File: config.mk
export PLATFORM = sky130hd
export DESIGN_NAME = sliced_rate_pacer
export DESIGN_NICKNAME = d
export VERILOG_FILES = /design/src/rtl/core/srp_pkg.sv /design/src/rtl/core/srp_cfg.sv /design/src/rtl/core/srp_in_reg.sv /design/src/rtl/core/srp_engine.sv /design/src/rtl/core/srp_out_reg.sv /design/src/rtl/core/sliced_rate_pacer.sv
export VERILOG_INCLUDE_DIRS = /design/src /design/src/rtl/core
export SDC_FILE = /design/constraint.sdc
export NUM_CORES = 2
export LEC_CHECK = 0
export BUFFER_PORTS_ARGS = -buffer_cell sky130_fd_sc_hd__buf_2
export CAP_MARGIN = 30
export CELL_PAD_IN_SITES_DETAIL_PLACEMENT = 0
export CELL_PAD_IN_SITES_GLOBAL_PLACEMENT = 2
export CORE_MARGIN = 2
export CORE_UTILIZATION = 30
export DETAILED_ROUTE_END_ITERATION = 8
export PLACE_DENSITY_LB_ADDON = 0.1
export SLEW_MARGIN = 10
export SYNTH_ARGS = -nofsm -noshare
export SYNTH_HDL_FRONTEND = slang
export SYNTH_SLANG_ARGS = --single-unit
File: constraint.sdc
create_clock -name clk -period 10.55 [get_ports clk]
set_input_delay 1.5825 -clock clk [delete_from_list [all_inputs] [get_ports clk]]
set_output_delay 1.5825 -clock clk [all_outputs]
set_load 0.02 [all_outputs]
File: src/rtl/core/sliced_rate_pacer_defines.svh
// Assertion macros for the sliced rate pacer RTL, included by srp_engine.
// No dependencies; the clock is clk and the active-low reset is rst_n.
`ifndef SLICED_RATE_PACER_DEFINES_SVH
`define SLICED_RATE_PACER_DEFINES_SVH

// Same-cycle implication, disabled while reset is asserted.
`define SRP_ASSERT_IMP(label, ante, cons, msg) \
    label: assert property (@(posedge clk) disable iff (!rst_n) (ante) |-> (cons)) \
        else $error(msg);

// Next-cycle implication, disabled while reset is asserted.
`define SRP_ASSERT_NXT(label, ante, cons, msg) \
    label: assert property (@(posedge clk) disable iff (!rst_n) (ante) |=> (cons)) \
        else $error(msg);

`endif

File: src/rtl/core/srp_pkg.sv
// Shared types and constants for the sliced rate pacer.
// No dependencies; every RTL module of the block refers to it by scoped names.
`default_nettype none

package srp_pkg;

    localparam int TIME_WIDTH_DEF  = 48;
    localparam int COUNT_WIDTH_DEF = 24;

    localparam int TALLY_W     = 20;
    localparam int INDEX_W     = 10;
    localparam int WAIT_W      = 20;
    localparam int OUT_COUNT_W = 24;
    localparam int CFG_DATA_W  = 20;
    localparam int CFG_IDX_W   = 2;

    localparam logic [WAIT_W-1:0]  ONE_SECOND_US = 20'd1000000;
    localparam logic [TALLY_W-1:0] TALLY_MAX     = '1;
    localparam logic [INDEX_W-1:0] INDEX_MAX     = '1;

    // register indexes on the configuration port
    localparam logic [CFG_IDX_W-1:0] CFG_SLICE_QUOTA       = 2'd0;
    localparam logic [CFG_IDX_W-1:0] CFG_SLICE_US          = 2'd1;
    localparam logic [CFG_IDX_W-1:0] CFG_SLICES_PER_SECOND = 2'd2;

    localparam logic [TALLY_W-1:0] SLICE_QUOTA_RST       = 20'd10;
    localparam logic [19:0]        SLICE_US_RST          = 20'd100000;
    localparam logic [INDEX_W-1:0] SLICES_PER_SECOND_RST = 10'd10;

    typedef logic [OUT_COUNT_W-1:0] count_out_t;

    typedef struct packed {
        logic [TALLY_W-1:0] slice_quota;
        logic [19:0]        slice_us;
        logic [INDEX_W-1:0] slices_per_second;
    } cfg_t;

    typedef struct packed {
        logic [WAIT_W-1:0] wait_us;
        logic              second_closed;
        count_out_t        closed_second_count;
        count_out_t        max_per_second;
        count_out_t        min_per_second;
    } result_t;

endpackage

`default_nettype wire

File: src/rtl/core/srp_cfg.sv
// Configuration registers of the sliced rate pacer.
// Depends on srp_pkg for the register indexes, reset values and cfg_t.
`default_nettype none

module srp_cfg (
    input  wire logic                             clk,
    input  wire logic                             rst_n,
    input  wire logic                             cfg_we,
    input  wire logic [srp_pkg::CFG_IDX_W-1:0]    cfg_index,
    input  wire logic [srp_pkg::CFG_DATA_W-1:0]   cfg_data,
    output srp_pkg::cfg_t                         cfg
);

    srp_pkg::cfg_t cfg_reg;
    srp_pkg::cfg_t cfg_next;

    always_comb
    begin
        cfg_next = cfg_reg;
        if (cfg_we)
        begin
            case (cfg_index)
                srp_pkg::CFG_SLICE_QUOTA:       cfg_next.slice_quota = cfg_data;
                srp_pkg::CFG_SLICE_US:          cfg_next.slice_us = cfg_data;
                srp_pkg::CFG_SLICES_PER_SECOND:
                    cfg_next.slices_per_second = cfg_data[srp_pkg::INDEX_W-1:0];
                default:                        cfg_next = cfg_reg;
            endcase
        end
    end

    always_ff @(posedge clk or negedge rst_n)
    begin
        if (!rst_n)
        begin
            cfg_reg.slice_quota       <= srp_pkg::SLICE_QUOTA_RST;
            cfg_reg.slice_us          <= srp_pkg::SLICE_US_RST;
            cfg_reg.slices_per_second <= srp_pkg::SLICES_PER_SECOND_RST;
        end
        else
        begin
            cfg_reg <= cfg_next;
        end
    end

    assign cfg = cfg_reg;

endmodule

`default_nettype wire

File: src/rtl/core/srp_in_reg.sv
// Input register stage of the sliced rate pacer.
// Depends on srp_pkg only for the default of its TIME_WIDTH parameter.
`default_nettype none

module srp_in_reg #(
    parameter int TIME_WIDTH = srp_pkg::TIME_WIDTH_DEF
) (
    input  wire logic                  clk,
    input  wire logic                  rst_n,
    input  wire logic                  in_valid,
    output logic                       in_stall,
    input  wire logic                  kind,
    input  wire logic [TIME_WIDTH-1:0] now_us,
    input  wire logic                  advance,
    output logic                       item_valid,
    output logic                       item_kind,
    output logic [TIME_WIDTH-1:0]      item_now
);

    logic                  valid_reg;
    logic                  valid_next;
    logic                  kind_reg;
    logic [TIME_WIDTH-1:0] now_reg;
    logic                  load;

    // hold the item while the result stage is blocked
    assign in_stall = valid_reg && !advance;
    assign load     = in_valid && !in_stall;

    always_comb
    begin
        if (load)
            valid_next = 1'b1;
        else if (advance)
            valid_next = 1'b0;
        else
            valid_next = valid_reg;
    end

    always_ff @(posedge clk or negedge rst_n)
    begin
        if (!rst_n)
            valid_reg <= 1'b0;
        else
            valid_reg <= valid_next;
    end

    always_ff @(posedge clk)
    begin
        if (load)
        begin
            kind_reg <= kind;
            now_reg  <= now_us;
        end
    end

    assign item_valid = valid_reg;
    assign item_kind  = kind_reg;
    assign item_now   = now_reg;

endmodule

`default_nettype wire

File: src/rtl/core/srp_engine.sv
// Pacing state and single-pass update logic of the sliced rate pacer.
// Depends on srp_pkg and on sliced_rate_pacer_defines.svh for assertions.
`default_nettype none

`include "sliced_rate_pacer_defines.svh"

module srp_engine #(
    parameter int TIME_WIDTH  = srp_pkg::TIME_WIDTH_DEF,
    parameter int COUNT_WIDTH = srp_pkg::COUNT_WIDTH_DEF
) (
    input  wire logic                  clk,
    input  wire logic                  rst_n,
    input  srp_pkg::cfg_t              cfg,
    input  wire logic                  fire,
    input  wire logic                  item_kind,
    input  wire logic [TIME_WIDTH-1:0] item_now,
    output srp_pkg::result_t           res
);

    localparam int TallyW = srp_pkg::TALLY_W;
    localparam int IndexW = srp_pkg::INDEX_W;
    localparam int ProdW  = 20 + IndexW;
    localparam int TgtW   = ProdW + 1;
    localparam int SumW   = ((COUNT_WIDTH > TallyW) ? COUNT_WIDTH : TallyW) + 1;

    typedef logic [TIME_WIDTH-1:0]  time_t;
    typedef logic [COUNT_WIDTH-1:0] count_t;
    typedef logic [SumW-1:0]        sum_t;
    typedef logic [TgtW-1:0]        tgt_t;

    time_t              mark_reg,   mark_next;
    logic [TallyW-1:0]  tally_reg,  tally_next;
    logic [TallyW-1:0]  aq_reg,     aq_next;
    logic [IndexW-1:0]  idx_reg,    idx_next;
    count_t             st_reg,     st_next;
    count_t             max_reg,    max_next;
    count_t             min_reg,    min_next;

    logic [TallyW-1:0]  tally_inc;
    logic [IndexW-1:0]  idx_inc;
    logic               slice_end;
    time_t              used;
    logic [ProdW-1:0]   prod;
    tgt_t               target;
    tgt_t               due;
    time_t              target_t;
    sum_t               st_sum;
    count_t             st_sat;
    logic               closed;
    logic               quota_hold;
    logic [srp_pkg::WAIT_W-1:0] wait_close;
    tgt_t               wait_slice;

    assign tally_inc = (tally_reg < srp_pkg::TALLY_MAX) ? tally_reg + 1'b1 : tally_reg;
    assign idx_inc   = (idx_reg < srp_pkg::INDEX_MAX) ? idx_reg + 1'b1 : idx_reg;
    assign slice_end = (tally_inc >= cfg.slice_quota) || (tally_inc >= aq_reg);

    // elapsed time, clamped at zero for a clock behind the mark
    assign used = (item_now > mark_reg) ? item_now - mark_reg : '0;

    assign prod     = cfg.slice_us * idx_reg;
    assign target   = {1'b0, prod} + tgt_t'(cfg.slice_us);
    assign target_t = time_t'(target);
    // schedule point of the slice just ended: index after its saturating advance
    assign due      = (idx_reg < srp_pkg::INDEX_MAX) ? target : tgt_t'(prod);

    assign st_sum = sum_t'(st_reg) + sum_t'(tally_inc);
    assign st_sat = (st_sum > sum_t'({COUNT_WIDTH{1'b1}})) ? '1 : count_t'(st_sum);

    assign wait_close = srp_pkg::ONE_SECOND_US - used[srp_pkg::WAIT_W-1:0];
    assign wait_slice = due - used[TgtW-1:0];

    always_comb
    begin
        mark_next  = mark_reg;
        tally_next = tally_reg;
        aq_next    = aq_reg;
        idx_next   = idx_reg;
        st_next    = st_reg;
        max_next   = max_reg;
        min_next   = min_reg;
        closed     = 1'b0;
        quota_hold = 1'b0;
        res.wait_us             = '0;
        res.second_closed       = 1'b0;
        res.closed_second_count = '0;

        if (!item_kind)
        begin
            mark_next = item_now;
        end
        else
        begin
            tally_next = tally_inc;
            if (slice_end)
            begin
                // adapt the quota to the pace seen against the schedule
                if ((used > target_t) && (aq_reg > 1))
                begin
                    aq_next = aq_reg - 1'b1;
                end
                else if ((aq_reg < cfg.slice_quota) && (used < target_t))
                begin
                    aq_next    = aq_reg + 1'b1;
                    quota_hold = 1'b1;
                end

                if (!quota_hold)
                begin
                    idx_next   = idx_inc;
                    st_next    = st_sat;
                    tally_next = '0;
                    if ((idx_inc >= cfg.slices_per_second)
                        || (used > time_t'(srp_pkg::ONE_SECOND_US)))
                    begin
                        closed = 1'b1;
                        if (used <= time_t'(srp_pkg::ONE_SECOND_US))
                        begin
                            if (wait_close != srp_pkg::ONE_SECOND_US)
                                res.wait_us = wait_close;
                            mark_next = mark_reg + time_t'(srp_pkg::ONE_SECOND_US);
                        end
                        else
                        begin
                            mark_next = item_now;
                        end
                    end
                    else if (used < time_t'(due))
                    begin
                        if (wait_slice < tgt_t'(srp_pkg::ONE_SECOND_US))
                            res.wait_us = wait_slice[srp_pkg::WAIT_W-1:0];
                    end

                    if (closed)
                    begin
                        if (st_sat > max_reg)
                            max_next = st_sat;
                        if ((st_sat < min_reg) || (min_reg == '0))
                            min_next = st_sat;
                        res.second_closed       = 1'b1;
                        res.closed_second_count = srp_pkg::count_out_t'(st_sat);
                        st_next  = '0;
                        idx_next = '0;
                    end
                end
            end
        end

        res.max_per_second = srp_pkg::count_out_t'(max_next);
        res.min_per_second = srp_pkg::count_out_t'(min_next);
    end

    always_ff @(posedge clk or negedge rst_n)
    begin
        if (!rst_n)
        begin
            mark_reg  <= '0;
            tally_reg <= '0;
            aq_reg    <= TallyW'(1);
            idx_reg   <= '0;
            st_reg    <= '0;
            max_reg   <= '0;
            min_reg   <= '0;
        end
        else if (fire)
        begin
            mark_reg  <= mark_next;
            tally_reg <= tally_next;
            aq_reg    <= aq_next;
            idx_reg   <= idx_next;
            st_reg    <= st_next;
            max_reg   <= max_next;
            min_reg   <= min_next;
        end
    end

    `SRP_ASSERT_IMP(a_wait_below_second, fire, res.wait_us < srp_pkg::ONE_SECOND_US, "srp: wait of a second or more")
    `SRP_ASSERT_IMP(a_count_only_on_close, fire && !res.second_closed, res.closed_second_count == '0, "srp: count without a close")
    `SRP_ASSERT_NXT(a_close_clears, fire && res.second_closed, (idx_reg == '0) && (st_reg == '0), "srp: close left slice state")
    `SRP_ASSERT_IMP(a_quota_nonzero, 1'b1, aq_reg != '0, "srp: adaptive quota reached zero")
    `SRP_ASSERT_IMP(a_min_not_above_max, 1'b1, min_reg <= max_reg, "srp: minimum rate above maximum")

endmodule

`default_nettype wire

File: src/rtl/core/srp_out_reg.sv
// Result register stage of the sliced rate pacer.
// Depends on srp_pkg for result_t.
`default_nettype none

module srp_out_reg (
    input  wire logic         clk,
    input  wire logic         rst_n,
    input  wire logic         fire,
    input  srp_pkg::result_t  res,
    input  wire logic         out_stall,
    output logic              out_valid,
    output logic              advance,
    output srp_pkg::result_t  out_res
);

    logic             valid_reg;
    logic             valid_next;
    srp_pkg::result_t res_reg;

    // free when empty or when the held item leaves this cycle
    assign advance    = !valid_reg || !out_stall;
    assign valid_next = fire || (valid_reg && out_stall);

    always_ff @(posedge clk or negedge rst_n)
    begin
        if (!rst_n)
            valid_reg <= 1'b0;
        else
            valid_reg <= valid_next;
    end

    always_ff @(posedge clk)
    begin
        if (fire)
            res_reg <= res;
    end

    assign out_valid = valid_reg;
    assign out_res   = res_reg;

endmodule

`default_nettype wire

File: src/rtl/core/sliced_rate_pacer.sv
// Sliced rate pacer: one item per cycle while out_stall is low; one result per item.
// An accepted item is held in the input register; its result is presented from the
// output register in the cycle after the item leaves the input register.
// The rate is set by the combinational state update in srp_engine (one 20x10 multiply).
// Reset (rst_n, asynchronous, active low) restores the register defaults,
// clears the pacing state with the adaptive quota at one, and empties both stages.
`default_nettype none

module sliced_rate_pacer #(
    parameter int TIME_WIDTH  = srp_pkg::TIME_WIDTH_DEF,
    parameter int COUNT_WIDTH = srp_pkg::COUNT_WIDTH_DEF
) (
    input  wire logic                            clk,
    input  wire logic                            rst_n,
    // input item channel
    input  wire logic                            in_valid,
    output logic                                 in_stall,
    input  wire logic                            kind,
    input  wire logic [TIME_WIDTH-1:0]           now_us,
    // result item channel
    output logic                                 out_valid,
    input  wire logic                            out_stall,
    output logic [srp_pkg::WAIT_W-1:0]           wait_us,
    output logic                                 second_closed,
    output logic [srp_pkg::OUT_COUNT_W-1:0]      closed_second_count,
    output logic [srp_pkg::OUT_COUNT_W-1:0]      max_per_second,
    output logic [srp_pkg::OUT_COUNT_W-1:0]      min_per_second,
    // configuration write port
    input  wire logic                            cfg_we,
    input  wire logic [srp_pkg::CFG_IDX_W-1:0]   cfg_index,
    input  wire logic [srp_pkg::CFG_DATA_W-1:0]  cfg_data
);

    srp_pkg::cfg_t    cfg;
    srp_pkg::result_t res;
    srp_pkg::result_t out_res;

    logic                  item_valid;
    logic                  item_kind;
    logic [TIME_WIDTH-1:0] item_now;
    logic                  advance;
    logic                  fire;

    // Own registers; user must land writes only while idle; block does not enforce it.
    srp_cfg u_cfg (
        .clk       (clk),
        .rst_n     (rst_n),
        .cfg_we    (cfg_we),
        .cfg_index (cfg_index),
        .cfg_data  (cfg_data),
        .cfg       (cfg)
    );

    // Capture each accepted item; hold it while the result stage is full and stalled.
    srp_in_reg #(
        .TIME_WIDTH (TIME_WIDTH)
    ) u_in_reg (
        .clk        (clk),
        .rst_n      (rst_n),
        .in_valid   (in_valid),
        .in_stall   (in_stall),
        .kind       (kind),
        .now_us     (now_us),
        .advance    (advance),
        .item_valid (item_valid),
        .item_kind  (item_kind),
        .item_now   (item_now)
    );

    // An item is processed, and the pacing state advanced, in the same cycle
    // that its result is written into the output register.
    assign fire = item_valid && advance;

    srp_engine #(
        .TIME_WIDTH  (TIME_WIDTH),
        .COUNT_WIDTH (COUNT_WIDTH)
    ) u_engine (
        .clk       (clk),
        .rst_n     (rst_n),
        .cfg       (cfg),
        .fire      (fire),
        .item_kind (item_kind),
        .item_now  (item_now),
        .res       (res)
    );

    // The output register parts the two sides: a waiting result does not stop
    // the next item being captured at the input.
    srp_out_reg u_out_reg (
        .clk       (clk),
        .rst_n     (rst_n),
        .fire      (fire),
        .res       (res),
        .out_stall (out_stall),
        .out_valid (out_valid),
        .advance   (advance),
        .out_res   (out_res)
    );

    assign wait_us             = out_res.wait_us;
    assign second_closed       = out_res.second_closed;
    assign closed_second_count = out_res.closed_second_count;
    assign max_per_second      = out_res.max_per_second;
    assign min_per_second      = out_res.min_per_second;

endmodule

`default_nettype wire

==> impl_metrics.py <==
metrics = {
    "outcome": {
        "status": "finished clean",
    },
    "worst_setup_path": {
        "ff2ff_path_depth": 45,
        "cp.arrival_ps": 10640,
        "cp.required_ps": 11110,
        "path_delay_family": "adder cells",
        "r2r_start": "u_cfg.cfg[15]",
        "rrSetupSlack_ps": 480,
        "critPathMaxStageDelay_ps": 610,
        "worstSetupEndpointType": "register",
        "crit_type": "reg -> reg",
        "path_max_fanout": 11,
        "worstSetupStartpointType": "register",
        "reg2reg_to": "u_engine.aq_reg[11]",
        "crit_slowest_cell": "dfstp_2",
        "crit_buf_inv": 7,
    },
    "routing": {
        "firstDrtPassIters": 5,
        "drtAntennaViolNets": 0,
        "wl_per_cell_um": 21.8,
        "via_per_inst": 5.22,
        "drc": 0,
        "vias": 30367,
        "dr.first_iter.drc_count": 2120,
        "wirelength_um": 127000,
    },
    "global_route": {
        "overflow": 0,
        "antenna_found_initial": 7,
        "grt_max_degree": 119,
        "grt_pass1_wl_um": 193000,
        "grt_util_all_layers": 0.205,
        "grt_pass1_vias": 30549,
    },
    "finish": {
        "diodes": 0,
        "nNetsFinal": 4833,
        "largest_reg_flops": 93,
        "final_cell_mix": "411 x nand2_1, 379 x inv_1, 365 x ha_1, 221 x a21oi_1, 216 x nor2_1",
        "layout_commonest_cell": "nand2_1",
        "syn2layout_area_growth_pct": 16.8,
        "instances_no_fill": 5822,
        "drive_gt1_frac": 0.164,
    },
    "timing": {
        "fmax_mhz": 99.3,
        "tightestPinTransition_ps": 1120,
        "max_slew_margin": 0.244,
        "fin_crit_ps": 10070,
        "fin_hold_ws_ps": 473,
        "period_share": 0.955,
        "grt_setup_unrepaired": "yes",
        "clock_skew_ps": 42.9,
        "setup_violations": 0,
        "slew_viol_final": 0,
        "hold_viol": 0,
    },
    "floorplan": {
        "dieArea_sq_mm": 0.122,
        "core_area_sq_mm": 0.118,
        "dieWidth_um": 349,
        "io_pins": 171,
        "rows": 126,
        "initial_utilization": 0.302,
        "die_h_um": 349,
    },
    "clocking": {
        "cts_tree": "done",
        "clkLatencyLatePin_ps": 660,
        "cts_root_buf": "clkbuf_16",
        "cts.clk_slew.worst_paths_ps": 60,
        "cts_buffer_depth": 3,
        "cts.sink_count": 364,
        "htree_levels": 2,
        "cts_buffers": 51,
    },
    "hold_path": {
        "hold_start": "u_engine.st_reg[12]",
        "min_path_cells": 2,
        "hp-class": "reg -> reg",
        "holdPathEnd": "u_engine.st_reg[12]",
    },
    "power": {
        "leakage_uw": 0.0191,
        "vdd_drop_max_uv": 189,
        "power.density_mw_per_mm2": 253,
    },
    "synthesis": {
        "synth_edf_count": 142,
        "postSynthCellCount": 4030,
        "ys_async_sr_fraction": 0.610,
        "synth_fp_nets": 4619,
        "seq_area_frac_synth": 0.275,
        "synth_area_sq_mm": 0.0357,
        "ys_ff_latch": 364,
        "syn_area_per_cell_sq_um": 8.86,
        "synth_cell_types": 103,
        "synth_flop_cell": "dfrtp_1",
        "yosys_warnings": 0,
    },
    "job": {
        "maxCapViolations": 0,
    },
    "placed_design": {
        "gp_congestion": 0.836,
        "dp_hpwl_um": 99800,
        "place_inst": 5686,
        "port_buffers": 170,
    },
}
==> cell usage after synthesis, types with 34 or more instances <==
cell	n	area (sq um)
o21ai_0	189	946
mux2i_1	34	340
xnor2_1	132	1160
or3_1	41	257
nor4_1	39	244
fa_1	146	2920
o21a_1	39	293
nor2_1	223	837
o31ai_1	34	255
a21o_1	91	683
o211ai_1	47	353
nor3_1	82	410
dfrtp_1	211	5280
mux2_2	120	1350
buf_2	52	260
nand4_1	88	551
a21oi_1	236	1180
and2_1	133	832
edfxtp_1	142	4260
nor2b_1	41	257
nand3_1	97	485
ha_1	367	4590
clkbuf_1	121	454
inv_1	386	1450
nand2_1	419	1570
xor2_1	58	508
==> cells by family after synthesis <==
family | synth area share
multiplexers | 0.0474
XOR/XNOR | 0.0466
flip-flops | 0.275
buffers and inverters | 0.0619
AO/OA/AOI/OAI | 0.177
AND/OR/NAND/NOR | 0.181
adder cells (fa/ha/maj) | 0.210
==> worst max path at each step <==
stage                         from               endpoint  slack, ps  cells after the start
2_1_floorplan  u_engine.idx_reg[3]  u_engine.mark_reg[17]         10                     45
3_3_place_gp         u_cfg.cfg[14]  u_out_reg.out_res[76]        -30                     40
3_5_place_dp         u_cfg.cfg[14]  u_out_reg.out_res[80]       -180                     40
4_1_cts              u_cfg.cfg[14]  u_out_reg.out_res[40]         50                     43
5_1_grt              u_cfg.cfg[15]     u_engine.aq_reg[8]        -70                     45
6_report             u_cfg.cfg[15]    u_engine.aq_reg[11]        480                     45
==> worst reg2reg max path: cells and delay by family (launching register included) <==
kind                       cells  cell delay (ps)
AOI/OAI and AO/OA             13             1910
buffers and inverters          7              870
DFF                            1              610
xor gates and xnor gates       3              370
and+or+nand+nor               14             2870
adders and majority gates      8             3340
==> routing by layer <==
| metal | track usage | vias up | share of wire |
|---|---|---|---|
| met5 | 0 | - | 0.000094 |
| met1 | 0.305 | 15017 | 0.51 |
| met3 | 0.0264 | 89 | 0.037 |
| li1 | - | 14811 | - |
| met4 | 0.0319 | 2 | 0.014 |
| met2 | 0.320 | 448 | 0.44 |
==> cell type report <==
type | count | area [sq um]
clock buffer | 64 | 1380
clock inverter | 31 | 398
fill | 12379 | 76400
inverter | 386 | 1450
multi-input combinational | 3098 | 24200
sequential | 364 | 9840
tap | 1536 | 1920
timing repair buffer | 343 | 2570
==> repair_timing <==
action | 4_1_cts | 5_1_grt
pin swaps | 1 | 76
hold buffers | 0 | 0
resized for setup | 5 | 126
setup buffers | 2 | 26
endpoints found under the setup margin | 178 | 263
gates cloned | 0 | 12
endpoints found under the hold margin | 0 | 0
==> metrics by stage <==
step	power, uW	instance area (sq um)	utilization	TNS, ps	setup slack [ps]
detailed placement	8470	39000	0.330	-12150	-176
finish	10500	41700	0.353	0	476
CTS	10400	40800	0.345	0	46.2
global route	11500	41700	0.353	-657	-66.7
global placement	8540	38900	0.330	-190	-32.1
floorplan	6430	35700	-	0	13.2
==> power by group <==
group	internal (uW)	switching (uW)	total, uW
Clock	1100	741	1840
Combinational	2570	4250	6820
Sequential	1680	200	1880
(Power assumes the default switching activity.)
